[src/rtl/wsd_pkg.sv]
// Shared types and constants for the WebSocket frame deframer.
// Used by the parser front, the item queue, the unmasking back end and the top level.
// No dependencies.
package wsd_pkg;

  // Frame opcodes whose payload is delivered.
  localparam logic [3:0] OpText   = 4'd1;
  localparam logic [3:0] OpBinary = 4'd2;

  // Seven-bit length codes that announce an extended length field.
  localparam logic [6:0] LenExt16 = 7'd126;
  localparam logic [6:0] LenExt64 = 7'd127;

  // Width of the payload length counter.
  localparam int unsigned LenW = 64;

  // Depth of the queue between the parser and the back end.
  localparam int unsigned QueueDepth = 2;
  localparam int unsigned QueueAw    = (QueueDepth > 1) ? $clog2(QueueDepth) : 1;

  // One classified payload beat on its way to the back end.
  typedef struct packed {
    logic [7:0] data;       // byte as received
    logic [7:0] key;        // mask key byte that applies to it
    logic       is_binary;  // frame carries binary data
    logic       last;       // final payload byte of the frame
  } wsd_item_t;

endpackage

[src/rtl/wsd_front.sv]
// Parser front end: walks frame headers one byte per accepted cycle, classifies
// each payload byte, pairing it with its mask key byte. Depends on wsd_pkg.
module wsd_front (
  input  logic               clk_i,
  input  logic               rst_ni,
  input  logic               accept_i,
  input  logic [7:0]         byte_i,
  output logic               item_valid_o,
  output wsd_pkg::wsd_item_t item_o
);

  typedef enum logic [2:0] {
    PhFirst   = 3'd0,
    PhSecond  = 3'd1,
    PhExt16   = 3'd2,
    PhExt64   = 3'd3,
    PhKey     = 3'd4,
    PhPayload = 3'd5
  } phase_e;

  phase_e                    phase_q, phase_d;
  logic [2:0]                idx_q, idx_d;
  logic [3:0]                opcode_q, opcode_d;
  logic                      mask_q, mask_d;
  logic [wsd_pkg::LenW-1:0]  rem_q, rem_d;
  logic [31:0]               key_q, key_d;
  logic [1:0]                kp_q, kp_d;

  logic [2:0]                idx_inc;
  logic [2:0]                need;
  logic [wsd_pkg::LenW-1:0]  rem_shift;
  logic                      last;
  logic [7:0]                key_byte;
  logic [6:0]                len7;

  // Phase that follows a complete length field.
  function automatic phase_e after_length(input logic mask, input logic rem_zero);
    phase_e ph;
    if (mask) begin
      ph = PhKey;
    end else if (rem_zero) begin
      ph = PhFirst;
    end else begin
      ph = PhPayload;
    end
    return ph;
  endfunction

  assign idx_inc   = idx_q + 3'd1;
  assign need      = (phase_q == PhExt16) ? 3'd2 : 3'd0;
  assign rem_shift = {rem_q[wsd_pkg::LenW-9:0], byte_i};
  assign last      = (rem_q[wsd_pkg::LenW-1:1] == '0);
  assign len7      = byte_i[6:0];

  // Key byte for the current position, first key byte in the top bits.
  always_comb begin
    case (kp_q)
      2'd0:    key_byte = key_q[31:24];
      2'd1:    key_byte = key_q[23:16];
      2'd2:    key_byte = key_q[15:8];
      default: key_byte = key_q[7:0];
    endcase
  end

  // The payload beat handed to the queue.
  always_comb begin
    item_o.data      = byte_i;
    item_o.key       = key_byte;
    item_o.is_binary = (opcode_q == wsd_pkg::OpBinary);
    item_o.last      = last;
  end

  // Header parsing and payload counting.
  always_comb begin
    phase_d      = phase_q;
    idx_d        = idx_q;
    opcode_d     = opcode_q;
    mask_d       = mask_q;
    rem_d        = rem_q;
    key_d        = key_q;
    kp_d         = kp_q;
    item_valid_o = 1'b0;
    if (accept_i) begin
      unique case (phase_q)
        PhSecond: begin
          mask_d = byte_i[7];
          key_d  = '0;
          kp_d   = '0;
          idx_d  = '0;
          rem_d  = '0;
          if (len7 == wsd_pkg::LenExt16) begin
            phase_d = PhExt16;
          end else if (len7 == wsd_pkg::LenExt64) begin
            phase_d = PhExt64;
          end else begin
            rem_d   = wsd_pkg::LenW'(len7);
            phase_d = after_length(byte_i[7], len7 == '0);
          end
        end
        PhExt16, PhExt64: begin
          rem_d = rem_shift;
          idx_d = idx_inc;
          if (idx_inc == need) begin
            idx_d   = '0;
            phase_d = after_length(mask_q, rem_shift == '0);
          end
        end
        PhKey: begin
          key_d = {key_q[23:0], byte_i};
          idx_d = idx_inc;
          if (idx_inc[2]) begin
            idx_d   = '0;
            kp_d    = '0;
            phase_d = (rem_q == '0) ? PhFirst : PhPayload;
          end
        end
        PhPayload: begin
          kp_d  = kp_q + 2'd1;
          rem_d = last ? '0 : rem_q - wsd_pkg::LenW'(1);
          if (last) begin
            phase_d = PhFirst;
          end
          item_valid_o = (opcode_q == wsd_pkg::OpText) || (opcode_q == wsd_pkg::OpBinary);
        end
        default: begin
          // First header byte, also taken for any unused phase code.
          opcode_d = byte_i[3:0];
          idx_d    = '0;
          phase_d  = PhSecond;
        end
      endcase
    end
  end

  // Parser state.
  always_ff @(posedge clk_i or negedge rst_ni) begin
    if (!rst_ni) begin
      phase_q  <= PhFirst;
      idx_q    <= '0;
      opcode_q <= '0;
      mask_q   <= 1'b0;
      rem_q    <= '0;
      key_q    <= '0;
      kp_q     <= '0;
    end else begin
      phase_q  <= phase_d;
      idx_q    <= idx_d;
      opcode_q <= opcode_d;
      mask_q   <= mask_d;
      rem_q    <= rem_d;
      key_q    <= key_d;
      kp_q     <= kp_d;
    end
  end

  // A frame in its payload always has bytes left to count.
  a_payload_nonzero: assert property (@(posedge clk_i) disable iff (!rst_ni)
    (phase_q == PhPayload) |-> (rem_q != '0))
    else $error("payload phase with zero remaining length");

  // The key position advances by one on every accepted payload byte.
  a_key_advance: assert property (@(posedge clk_i) disable iff (!rst_ni)
    (accept_i && phase_q == PhPayload) |=> (kp_q == $past(kp_q) + 2'd1))
    else $error("key position did not advance");

endmodule

[src/rtl/wsd_queue.sv]
// Short queue of classified payload beats between the parser and the back end.
// Depends on wsd_pkg for the beat type and the depth.
module wsd_queue (
  input  logic               clk_i,
  input  logic               rst_ni,
  input  logic               push_i,
  input  wsd_pkg::wsd_item_t item_i,
  input  logic               pop_i,
  output wsd_pkg::wsd_item_t item_o,
  output logic               full_o,
  output logic               empty_o
);

  localparam int unsigned Aw = wsd_pkg::QueueAw;

  wsd_pkg::wsd_item_t mem_q [wsd_pkg::QueueDepth];
  logic [Aw-1:0]      wr_ptr_q, wr_ptr_d;
  logic [Aw-1:0]      rd_ptr_q, rd_ptr_d;
  logic [Aw:0]        count_q, count_d;

  // Pointer advance with wrap at the queue depth.
  function automatic logic [Aw-1:0] ptr_next(input logic [Aw-1:0] p);
    logic [Aw-1:0] n;
    if (p == Aw'(wsd_pkg::QueueDepth - 1)) begin
      n = '0;
    end else begin
      n = p + Aw'(1);
    end
    return n;
  endfunction

  assign full_o  = (count_q == (Aw + 1)'(wsd_pkg::QueueDepth));
  assign empty_o = (count_q == '0);
  assign item_o  = mem_q[rd_ptr_q];

  // Pointer and fill count update.
  always_comb begin
    wr_ptr_d = push_i ? ptr_next(wr_ptr_q) : wr_ptr_q;
    rd_ptr_d = pop_i ? ptr_next(rd_ptr_q) : rd_ptr_q;
    count_d  = count_q;
    if (push_i && !pop_i) begin
      count_d = count_q + (Aw + 1)'(1);
    end else if (pop_i && !push_i) begin
      count_d = count_q - (Aw + 1)'(1);
    end
  end

  always_ff @(posedge clk_i or negedge rst_ni) begin
    if (!rst_ni) begin
      wr_ptr_q <= '0;
      rd_ptr_q <= '0;
      count_q  <= '0;
    end else begin
      wr_ptr_q <= wr_ptr_d;
      rd_ptr_q <= rd_ptr_d;
      count_q  <= count_d;
    end
  end

  // Storage needs no reset.
  always_ff @(posedge clk_i) begin
    if (push_i) begin
      mem_q[wr_ptr_q] <= item_i;
    end
  end

  a_no_overflow: assert property (@(posedge clk_i) disable iff (!rst_ni)
    full_o |-> !push_i)
    else $error("push into a full queue");

  a_no_underflow: assert property (@(posedge clk_i) disable iff (!rst_ni)
    empty_o |-> !pop_i)
    else $error("pop from an empty queue");

  a_count_bound: assert property (@(posedge clk_i) disable iff (!rst_ni)
    count_q <= (Aw + 1)'(wsd_pkg::QueueDepth))
    else $error("queue fill count beyond depth");

endmodule

[src/rtl/wsd_back.sv]
// Back end: takes classified beats from the queue, removes the mask and holds
// the result in an output register until it is taken. Depends on wsd_pkg.
module wsd_back (
  input  logic               clk_i,
  input  logic               rst_ni,
  input  logic               q_empty_i,
  input  wsd_pkg::wsd_item_t q_item_i,
  output logic               q_pop_o,
  input  logic               pop_i,
  output logic               empty_o,
  output logic [7:0]         payload_byte_o,
  output logic               is_binary_o,
  output logic               last_in_frame_o
);

  logic       valid_q, valid_d;
  logic [7:0] byte_q;
  logic       bin_q;
  logic       last_q;

  // Refill the output register whenever it is free or being emptied.
  assign q_pop_o = !q_empty_i && (!valid_q || pop_i);

  always_comb begin
    valid_d = valid_q;
    if (q_pop_o) begin
      valid_d = 1'b1;
    end else if (pop_i) begin
      valid_d = 1'b0;
    end
  end

  always_ff @(posedge clk_i or negedge rst_ni) begin
    if (!rst_ni) begin
      valid_q <= 1'b0;
    end else begin
      valid_q <= valid_d;
    end
  end

  // Unmasked result beat.
  always_ff @(posedge clk_i) begin
    if (q_pop_o) begin
      byte_q <= q_item_i.data ^ q_item_i.key;
      bin_q  <= q_item_i.is_binary;
      last_q <= q_item_i.last;
    end
  end

  assign empty_o         = !valid_q;
  assign payload_byte_o  = byte_q;
  assign is_binary_o     = bin_q;
  assign last_in_frame_o = last_q;

endmodule

[src/rtl/websocket_frame_deframer.sv]
// WebSocket receive deframer: one byte per clock in while not full, unmasked payload bytes
// out. An accepted payload byte passes through the queue into the output register.
// Throughput: one byte per cycle, set by the single-byte parser step; full rises only
// while the two-entry queue is full behind a stalled output register.
// Reset (asynchronous, active low) empties the queue and output and awaits a frame header.
// Instantiates wsd_front, wsd_queue and wsd_back; depends on wsd_pkg.
module websocket_frame_deframer (
  input  logic       clk_i,
  input  logic       rst_ni,
  input  logic       push,
  output logic       full,
  input  logic [7:0] in_byte_i,
  output logic       empty,
  input  logic       pop,
  output logic [7:0] payload_byte_o,
  output logic       is_binary_o,
  output logic       last_in_frame_o
);

  logic               accept;
  logic               item_valid;
  wsd_pkg::wsd_item_t item;
  wsd_pkg::wsd_item_t q_item;
  logic               q_full;
  logic               q_empty;
  logic               q_pop;

  assign full   = q_full;
  assign accept = push && !q_full;

  wsd_front u_front (
    .clk_i        (clk_i),
    .rst_ni       (rst_ni),
    .accept_i     (accept),
    .byte_i       (in_byte_i),
    .item_valid_o (item_valid),
    .item_o       (item)
  );

  wsd_queue u_queue (
    .clk_i   (clk_i),
    .rst_ni  (rst_ni),
    .push_i  (item_valid),
    .item_i  (item),
    .pop_i   (q_pop),
    .item_o  (q_item),
    .full_o  (q_full),
    .empty_o (q_empty)
  );

  wsd_back u_back (
    .clk_i           (clk_i),
    .rst_ni          (rst_ni),
    .q_empty_i       (q_empty),
    .q_item_i        (q_item),
    .q_pop_o         (q_pop),
    .pop_i           (pop),
    .empty_o         (empty),
    .payload_byte_o  (payload_byte_o),
    .is_binary_o     (is_binary_o),
    .last_in_frame_o (last_in_frame_o)
  );

endmodule
[config.mk]
export PLATFORM = sky130hd
export DESIGN_NAME = websocket_frame_deframer
export DESIGN_NICKNAME = d
export VERILOG_FILES = /design/src/rtl/wsd_pkg.sv /design/src/rtl/wsd_front.sv /design/src/rtl/wsd_queue.sv /design/src/rtl/wsd_back.sv /design/src/rtl/websocket_frame_deframer.sv
export SDC_FILE = /design/constraint.sdc
export NUM_CORES = 1
export LEC_CHECK = 0
export BUFFER_PORTS_ARGS = -buffer_cell sky130_fd_sc_hd__buf_2
export CAP_MARGIN = 25
export CORE_ASPECT_RATIO = 0.6
export CORE_UTILIZATION = 60
export CTS_CLUSTER_DIAMETER = 200
export DETAILED_ROUTE_END_ITERATION = 16
export PLACE_DENSITY_LB_ADDON = 0.12
export SLEW_MARGIN = 20
export SYNTH_ARGS = -nofsm -noshare
export SYNTH_HDL_FRONTEND = slang
export SYNTH_HIERARCHICAL = 1
export SYNTH_SLANG_ARGS = --single-unit
[constraint.sdc]
create_clock -name clk_i -period 3.5 [get_ports clk_i]
set_clock_uncertainty 0.15 [all_clocks]
set_input_delay 0.7 -clock clk_i [delete_from_list [all_inputs] [get_ports clk_i]]
set_output_delay 0.7 -clock clk_i [all_outputs]
set_load 0.01 [all_outputs]
==> summary.txt <==
Run status
  • Result of the run: finished clean

Worst setup path
  • Crit path max-delay cell type: or4b_1
  • Cells traversed along the worst timing path: or4_1, or4b_1, nor4_4, a21o_1, buf_12, a21oi_1, a221o_1
  • Critical Path End Type: flip-flop
  • Element type at the critical path start: flip-flop
  • Crit path max fanout: 32
  • Critical Setup Path Class: reg2reg
  • Max stage delay on crit path: 640 ps
  • CP required: around 3700 ps
  • Arrival time at the worst endpoint: 3540 ps
  • Buf+Inv Stages, Crit Path: 1
  • Number of cells on the critical path: 7
  • Cell family contributing the most delay on the critical path: simple AND/OR/NAND/NOR gates
  • Depth of the worst register-to-register path: 7

Global routing
  • Antenna violations before repair: 0
  • Maximum number of pins on one net before global-route repair: 59
  • Via count of the first global-routing pass: 6047
  • GR Util All Layers: 31.08%
  • Global-route wire length before repair: 33.37 mm
  • Total overflow reported by the global router: 0

Power and ir drop
  • P_sw: 2.542 mW
  • Reg power frac: 40.3%
  • Sw frac: 38.23%
  • Fraction of power consumed by combinational cells: 32.0%
  • Int Pwr: 4.107 mW
  • Leakage power summed over all cells: 3.832 nW
  • Max rail drop VDD: between 0.0003 and 0.0004 V
  • Power density over the cells: 724.0 nW/um^2
  • Clock power frac: 27.7%

Finish
  • Most used cells in the layout excluding fill and tap cells: dfrtp_1, edfxtp_1, nand2_1
  • Area occupied by multi-input gates: about 3600 sq um
  • Final net count: 803
  • Most frequent standard cell in the layout excluding fill and tap cells: dfrtp_1
  • Sequential Area: 4234 sq um
  • Fraction of final layout cells with drive strength greater than 1: 16.83%
  • Area growth from synthesis to layout: 11.38%
  • Final instance area: 9184 sq um
  • Final antenna diode count: 0
  • Filler cell count: 917

Clocking
  • Number of hold buffers added after CTS: 0
  • Clock latency on the worst-skew pair: between 400 and 500 ps
  • Number of sinks handled by clock tree synthesis: 160
  • Number of H-tree levels: 4
  • Clock Tree Buf Depth: 2
  • Gates resized, CTS repair: 0
  • TritonCTS Buffers: 17
  • CTS tree: yes
  • Clock-pin slew reported for the worst setup and hold paths after clock tree synthesis: 70 ps
  • Clock tree root buffer cell: clkbuf_16
  • Post-CTS setup-driven buffer insertion count: 0

Detailed routing
  • Remaining routing DRC violations: 0
  • Vias per std cell: 6.765
  • Violation count after the first detailed-route iteration: 857
  • Via count: approximately 6500
  • Total iterations of the first detailed-routing run: 6
  • Wire length per cell after detailed routing: 21.66 um
  • Post-DRT Antenna Nets: 0
  • Overall routed net length: around 21 mm

Hold path
  • Class of the tightest hold or removal check: in2async

Yosys
  • Average size of a mapped cell: 10.79 sq um
  • Fraction of synthesis flops using an asynchronous set or reset pin: between 70% and 80%
  • Flip-flop cell with the highest count after synthesis: dfrtp_1
  • Synthesized netlist net count: roughly 780
  • Post-synth EDFFs: 46
  • Post-synthesis instance total: 764
  • Post-Synthesis Cell Area: around 8000 sq um
  • Synth Warn #: 6
  • Sequential element share of the synthesized area: 51.35%
  • Flip-flop and latch count after synthesis: 160
  • Count of unique library cells instantiated by Yosys: 68

STA
  • Worst-case headroom to the max-slew limit: 39.72%
  • Min cycle time layout: 3377 ps
  • Fin. Hold Viols: 0
  • Maximum achievable frequency: 296.1 MHz
  • Share of the cycle needed by the critical path after routing: 96.48%
  • Unrepaired setup endpoints after global routing: no
  • Total negative slack for setup checks: 0 ps
  • Final-report setup violation count: 0
  • Final max-slew violation count: 0
  • Actual slew at the worst max-slew pin: 904.2 ps

Die
  • Number of rows in the core area: 32
  • Die area: about 14000 sq um
  • Die X-Extent: 153.3 um
  • Num ports: 24
  • Total core area: 13130 sq um
  • Die extent in y: 92.81 um
  • Initial core utilization: a little over three fifths

Place
  • Half-perimeter wire length of the detailed placement result: 14.25 mm
  • Post-placement cell area: between 8000 and 9000 sq um
  • Last weighted congestion value of the routability-driven placer: around 0.9
  • Number of buffers inserted by port buffering: 23

Flow run
  • Max-capacitance violation count: 0
[Yosys cell counts (20+ instances only)]
master | number | area (sq um)
a21oi_1 | 29 | 145.1
o21ai_1 | 21 | 105.1
nor2_1 | 29 | 108.9
a22o_1 | 33 | 289.0
nor4_1 | 20 | 125.1
inv_1 | 30 | 112.6
a22oi_1 | 39 | 292.8
xnor2_1 | 25 | 219.0
edfxtp_1 | 46 | 1381
clkbuf_1 | 39 | 146.4
nor3_1 | 25 | 125.1
dfrtp_1 | 114 | 2853
nand3_1 | 23 | 115.1
nand2_1 | 45 | 168.9
o21ai_0 | 35 | 175.2
[registers in the layout, indices dropped and copies added (netlist names), 2 cells and up]
signal                 cells
u_front/kp_q               2
u_front/rem_q             64
u_queue/mem_q             36
u_front/phase_q            3
u_queue/count_q            2
u_front/opcode_q           4
u_front/key_q             32
u_back/payload_byte_o      8
u_front/idx_q              3
[per-stage QoR]
step / total power, mW / setup WS (ps) / instances / hold WS [ps] / util (%)
final: 6.649 / 123.1 / 966 / 180.4 / 69.93
after global placement: 4.663 / 305.0 / 933 / 319.4 / 65.27
after floorplan: 4.104 / 476.7 / 764 / 254.4 / -
after global routing: 6.960 / 29.53 / 966 / 253.1 / 69.93
after CTS: 6.614 / 165.1 / 966 / 213.3 / 69.91
after detailed placement: 4.764 / 193.5 / 934 / 323.0 / 65.39
[worst reg2reg max path: cells and delay by family, from the launching register on]
kind / cells / cell delay, ps
buf+inv: 1 / 240
simple gates: 3 / 1680
compound gates: 3 / 750
flops: 1 / 450
[routing by layer]
layer	share of wire, %	global-route usage, %
met3	12	8.657
met1	46	47.76
met4	1.0	9.000
met5	0	0
met2	41	42.35
[layout make-up]
type | instances | area share (%)
tap | 170 | 2.316
clock inverter | 15 | 1.839
inverter | 30 | 1.226
timing repair buffer | 56 | 4.332
clock buffer | 17 | 4.632
multi-input combinational | 518 | 39.55
sequential | 160 | 46.10
[kinds of logic after synthesis]
| logic type | count (synthesis) | synth area share (%) |
|---|---|---|
| compound gates | 217 | 18.65 |
| xor+xnor | 44 | 4.674 |
| fa+ha+maj | 8 | 1.214 |
| buf+inv | 86 | 4.856 |
| flops | 160 | 51.35 |
| mux | 32 | 4.643 |
| simple gates | 217 | 14.61 |
[power groups by stage]
stage / Clock [mW] / Sequential, mW / Combinational [mW]
after CTS: 1.87 / 2.67 / 2.08
final: 1.84 / 2.68 / 2.13
after detailed placement: 0 / 2.70 / 2.07
after global placement: 0 / 2.68 / 1.99
after floorplan: 0 / 2.55 / 1.55
after global routing: 1.93 / 2.72 / 2.30
[worst paths after layout]
kind	from	endpoint	slack (ps)
setup / recovery	u_front/rem_q[22]	u_front/rem_q[30]	120
hold / removal	rst_ni	u_front/rem_q[38]	180
setup reg to reg	u_front/rem_q[22]	u_front/rem_q[30]	120
hold reg to reg	u_queue/count_q[1]	u_queue/count_q[1]	340
max in group asynchronous	rst_ni	u_front/key_q[26]	2170
min in group clk_i	pop	u_back/valid_q	300
(Power assumes the default switching activity.)
